$ cat src/hw/rtl/bfa_pkg.sv
// shared types and codes of the best-fit block allocator
package bfa_pkg;

	localparam int KEY_W  = 32;
	localparam int SZ_W   = 30;
	localparam int STAT_W = 4;
	localparam int CNT_W  = 6;

	localparam logic [SZ_W-1:0] TOTAL_RST = 30'd65536;

	localparam logic [1:0] CMD_ALLOC   = 2'd0;
	localparam logic [1:0] CMD_FREE    = 2'd1;
	localparam logic [1:0] CMD_QUERY   = 2'd2;
	localparam logic [1:0] CMD_COMPACT = 2'd3;

	localparam logic [STAT_W-1:0] ST_ALLOC     = 4'd0;
	localparam logic [STAT_W-1:0] ST_DUP       = 4'd1;
	localparam logic [STAT_W-1:0] ST_NOSPACE   = 4'd2;
	localparam logic [STAT_W-1:0] ST_FULL      = 4'd3;
	localparam logic [STAT_W-1:0] ST_FREED     = 4'd4;
	localparam logic [STAT_W-1:0] ST_FREE_NF   = 4'd5;
	localparam logic [STAT_W-1:0] ST_FOUND     = 4'd6;
	localparam logic [STAT_W-1:0] ST_QUERY_NF  = 4'd7;
	localparam logic [STAT_W-1:0] ST_COMPACTED = 4'd8;
	localparam logic [STAT_W-1:0] ST_MOVED     = 4'd9;

	typedef struct packed {
		logic [KEY_W-1:0] key;
		logic [SZ_W-1:0]  start;
		logic [SZ_W-1:0]  len;
	} blk_ent_t;

	typedef struct packed {
		logic [SZ_W-1:0] start;
		logic [SZ_W-1:0] len;
	} hole_ent_t;

	typedef struct packed {
		logic [STAT_W-1:0] status;
		logic [KEY_W-1:0]  key;
		logic [SZ_W-1:0]   start;
		logic [SZ_W-1:0]   size;
		logic [SZ_W-1:0]   old;
		logic [CNT_W-1:0]  cnt;
		logic              last;
	} res_t;

endpackage

$ cat src/hw/rtl/bfa_hmem.sv
// hole table memory with entry zero covering the whole space after init
module bfa_hmem import bfa_pkg::*; #(
	parameter int DEPTH = 33,
	parameter int AW    = 6
) (
	input  logic            clk,
	input  logic            arst_n,
	input  logic            init,
	input  logic [SZ_W-1:0] total,
	input  logic            we,
	input  logic [AW-1:0]   waddr,
	input  hole_ent_t       wdata,
	input  logic [AW-1:0]   raddr,
	output hole_ent_t       rdata
);

	hole_ent_t mem [DEPTH];
	hole_ent_t rd_s1;
	logic      fresh_q;
	logic      fresh_s1;

	always_ff @(posedge clk or negedge arst_n) begin
		if (!arst_n) begin
			fresh_q <= 1'b1;
		end else if (init) begin
			fresh_q <= 1'b1;
		end else if (we && waddr == '0) begin
			fresh_q <= 1'b0;
		end
	end

	always_ff @(posedge clk) begin
		if (we) begin
			mem[waddr] <= wdata;
		end
		rd_s1    <= mem[raddr];
		fresh_s1 <= fresh_q && raddr == '0;
	end

	always_comb begin
		rdata = rd_s1;
		if (fresh_s1) begin
			rdata.start = '0;
			rdata.len   = total;
		end
	end

endmodule

$ cat config.mk
export PLATFORM = sky130hd
export DESIGN_NAME = bfa_hmem
export DESIGN_NICKNAME = d
export VERILOG_FILES = /design/src/hw/rtl/bfa_pkg.sv /design/src/hw/rtl/bfa_hmem.sv
export SDC_FILE = /design/constraint.sdc
export NUM_CORES = 2
export LEC_CHECK = 0
export BUFFER_PORTS_ARGS = -buffer_cell sky130_fd_sc_hd__buf_2
export CORE_MARGIN = 2
export CORE_UTILIZATION = 39
export DETAILED_ROUTE_END_ITERATION = 7
export PLACE_DENSITY = 0.6
export SYNTH_ARGS = -nofsm -noshare
export SYNTH_HDL_FRONTEND = slang
export SYNTH_SLANG_ARGS = --single-unit
$ cat constraint.sdc
create_clock -name clk -period 5.16 [get_ports clk]
set_clock_uncertainty 0.15 [all_clocks]
set_input_delay 1.548 -clock clk [delete_from_list [all_inputs] [get_ports clk]]
set_output_delay 1.548 -clock clk [all_outputs]
set_load 0.01 [all_outputs]
-- Word-level counts from Yosys, hierarchy flattened
Memories as Yosys holds them, arrays and structs flattened. A register that Yosys moved wholly into a read port is not among the register bits.
Index checks and enable logic that the tools add are counted.
- input bits: 106
- logic and storage cells: 13
- bits in writable memories: 1980
- output and inout port bits: 60
- bits in registers: 2
- memories: 1
- reductions and logical operators: 5
- mux-type cells: 5
- memory list (name ; words ; width ; read ports ; clocked after Yosys merged registers in ; write ports ; line ; source):
    mem ; 33 ; 60 ; 1 ; 1 ; 1 ; bfa_hmem.sv:17 ; hole_ent_t mem [DEPTH];
- operators by type and width (cell ; count):
    2-to-1 mux 60 bit ; 1
    logical NOT 6 bit ; 2
    2-to-1 mux 1 bit ; 4
    logical AND 1 bit ; 2
    nonzero test 2 bit ; 1

-- Depth between registers and ports, before layout
- word-level depth: 4
- gate-level depth with buffers: 9
- depth with buffers taken out: 4

-- Worst setup path before layout
No wires, ideal clock.
- path type: in2reg
- from: input waddr[2]
- to: memory mem[25][0] (netlist bit), enable pin
- stages on the path: 2
- required time: 4.532 ns
- arrival time: 4.595 ns
- path slack: -0.063 ns
- path through: or3b_2 -> nor2_1
- RTL lines (element ; line ; source):
    from (decl) ; bfa_hmem.sv:11 ; input logic [AW-1:0] waddr,
    to (decl) ; bfa_hmem.sv:17 ;
Straight into the memory's write port.

==> flow_summary_export.csv <==
group,metric,value,unit
clock_tree,cts.path.max_buffers,3,
timing,max_freq,240,MHz
setup_path,cp_cell_sequence,"buf_12 > mux2_2 > buf_2",
die,die_h,449,um
timing,tightest_slew,1040,ps
synth,synth_warnings,0,
die,die-area,0.202,mm^2
pwr,p_per_area,384,mW/mm^2
cells_and_area,synthToLayoutAreaGrowth,14.7,%
synth,synth-seq-cells,2042,
synth,ys_seq_area_frac,0.786,
setup_path,cp_data_arrival_time,2470,ps
setup_path,crit_buf_inv,2,
synth,synth_top_cell_by_area,"edfxtp_1",
setup_path,crit_family,"flip-flops",
timing,relSlewSlack,0.303,
hold_path,hold_class,"reg2reg",
clock_tree,postCtsResizedCells,0,
routing,vias,36200,
timing,final.setup.tns,0,ps
clock_tree,root_buffer,"clkbuf_16",
setup_path,endpoint_kind,"output port",
placement,hpwl,93300,um
setup_path,cp-startpoint,"fresh_s1$_DFF_P_",
clock_tree,cts_tree,"built",
die,io_pins,166,
routing,firstDrtPassIters,5,
setup_path,max_stage_delay,750,ps
clock_tree,htreeDepth,4,
setup_path,crit_required,3460,ps
run_status,status,"completed",
timing,final-setup-viol-count,0,
cells_and_area,num-nets-final,3846,
synth,synth_top_area_share,0.770,
routing,ant_nets,0,
timing,rsz0062_at_grt,"false",
timing,post-route-period-util,0.808,
global_route,antenna_found_initial,21,
timing,min_period,4170,ps
routing,drt-vias-per-instance,5.51,
routing,drcViolationCount,0,
die,initial_core_util,0.392,
setup_path,slowest_stage,"dfxtp_4",
setup_path,cp_max_fo,31,
clock_tree,numCtsBuffers,200,
routing,drt-initial-drc-count,3730,
synth,syn_inst,3445,
placement,gp_congestion,0.734,
cells_and_area,layout_common_cells,"1980 x edfxtp_1, 384 x mux2i_1, 360 x mux4_2",
placement,dpl_cell_area,0.0822,mm^2
cells_and_area,layout_commonest_cell,"edfxtp_1",
global_route,grt_pass1_vias,36600,
setup_path,timing.rr.start,"mem[3][40]$_DFFE_PP_",
pwr,ir_worst_vdd,0.000288,V
die,rows,163,
die,fp.dieW,449,um
synth,syn_area,0.0772,mm^2
hold_path,worst_hold_startpoint,"mem[32][39]$_DFFE_PP_",
setup_path,cp-start-kind,"flip-flop",
synth,yosys-top-cells-area,"edfxtp_1 77%, mux4_2 11%, mux2i_1 5.0%",
clock_tree,cts_hold_repair.buffers,0,
synth,syn_area_per_cell,22.4,um^2
die,core,0.197,mm^2
cells_and_area,fillers,16500,
routing,routedWlPerCell,29.2,um
placement,numPortBuffers,165,
cells_and_area,drive_above_1_share,0.254,
timing,hold_violations,0,
global_route,grt_overflow,0,
cells_and_area,finalInstanceArea,0.0886,mm^2
clock_tree,cts.sinks,2042,
cells_and_area,utilization,0.450,
clock_tree,postCtsSetupBuffers,0,
global_route,grt_start_max_net_pins,91,
clock_tree,clock_latency,850,ps
setup_path,path_class,"reg2out",
synth,syn_nets,3551,
global_route,grtUsageTotal,0.188,
pwr,p_leak,28.3,nW
run,timing.max_cap.violations,0,
synth,yosys.cell_types.count,31,
clock_tree,path_clk_slew,60,ps
timing,whs,323,ps
global_route,grt_pass1_wl,271000,um
routing,drt_wl_total,192000,um
timing,drv_slew,0,
==> flip-flops by register name, indices dropped and copies added, names as in the netlist <==
signal,count
mem,1980
rd_s1,60
fresh_q,1
fresh_s1,1
==> worst paths after layout <==
kind	end	cells past startpoint	slack [ps]
worst max-delay path	rdata[9]	3	990
worst min-delay path	rd_s1[39]$_DFF_P_	2	320
worst max register to register	rd_s1[40]$_DFF_P_	4	3470
worst min register to register	rd_s1[39]$_DFF_P_	2	320
max in group asynchronous	fresh_q$_DFFE_PN1P_	1	4360
min in group asynchronous	fresh_q$_DFFE_PN1P_	1	480
==> cell usage after synthesis <==
library cell	instances
edfxtp_1	1980
mux2i_1	384
mux4_2	360
a22oi_1	156
clkbuf_1	82
dfxtp_1	61
a32oi_1	60
o211ai_1	48
o22a_1	48
buf_2	45
nor2_1	39
nor2b_1	36
mux2_2	30
buf_4	26
buf_6	21
buf_1	19
nand3_1	15
a21o_1	12
nand3b_1	5
nand2_1	3
and2_1	2
nand2b_1	2
or3_1	2
or3b_2	2
buf_8	1
dfstp_2	1
inv_2	1
nor3b_1	1
nor4bb_1	1
o21ai_0	1
or2_2	1
==> where the power goes <==
group / total [W] / switching, W / internal (W) / leakage (nW)
sequential: 0.0184 / 0.0000897 / 0.0183 / 18.3
clock: 0.0141 / 0.00621 / 0.00789 / 3.09
combinational: 0.00152 / 0.000909 / 0.000608 / 6.91
total: 0.0340 / 0.00721 / 0.0268 / 28.3
==> cell families after synthesis <==
group           share of synthesized area
compound gates                     0.0333
simple gates                      0.00744
mux                                 0.159
buf+inv                            0.0137
flops                               0.786
==> layout make-up <==
class / instances / area (um^2) / share of cell area
antenna: 10 / 25.0 / 0.000283
tap: 2640 / 3300 / 0.0373
timing repair buffer: 287 / 2450 / 0.0277
clock buffer: 272 / 5410 / 0.0610
inverter: 1 / 11.3 / 0.000127
multi-input combinational: 1208 / 15700 / 0.177
sequential: 2042 / 60700 / 0.685
clock inverter: 104 / 946 / 0.0107
==> per-stage QoR <==
| step | instances | total power [W] | setup WS, ps |
|---|---|---|---|
| final | 6564 | 0.0340 | 993 |
| after CTS | 6554 | 0.0343 | 877 |
| after detailed placement | 6178 | 0.0203 | 1140 |
| after global routing | 6556 | 0.0351 | 859 |
| after floorplan | 3445 | 0.0196 | -63.0 |
| after global placement | 6178 | 0.0203 | 1130 |
==> tightest hold or removal path: stages (launching register included) <==
cell and delay [ps]:
edfxtp_1 320, a32oi_1 50, o211ai_1 80
==> routing by layer <==
| layer | vias up | global-route usage | routed length, um |
|---|---|---|---|
| met2 | 1132 | 0.318 | 96700 |
| li1 | 15200 | - | - |
| met3 | 320 | 0.0301 | 10700 |
| met4 | 8 | 0.0674 | 6440 |
| met5 | - | 0 | 42 |
| met1 | 19500 | 0.246 | 77800 |
No activity file was read; power rests on OpenSTA's default activity.
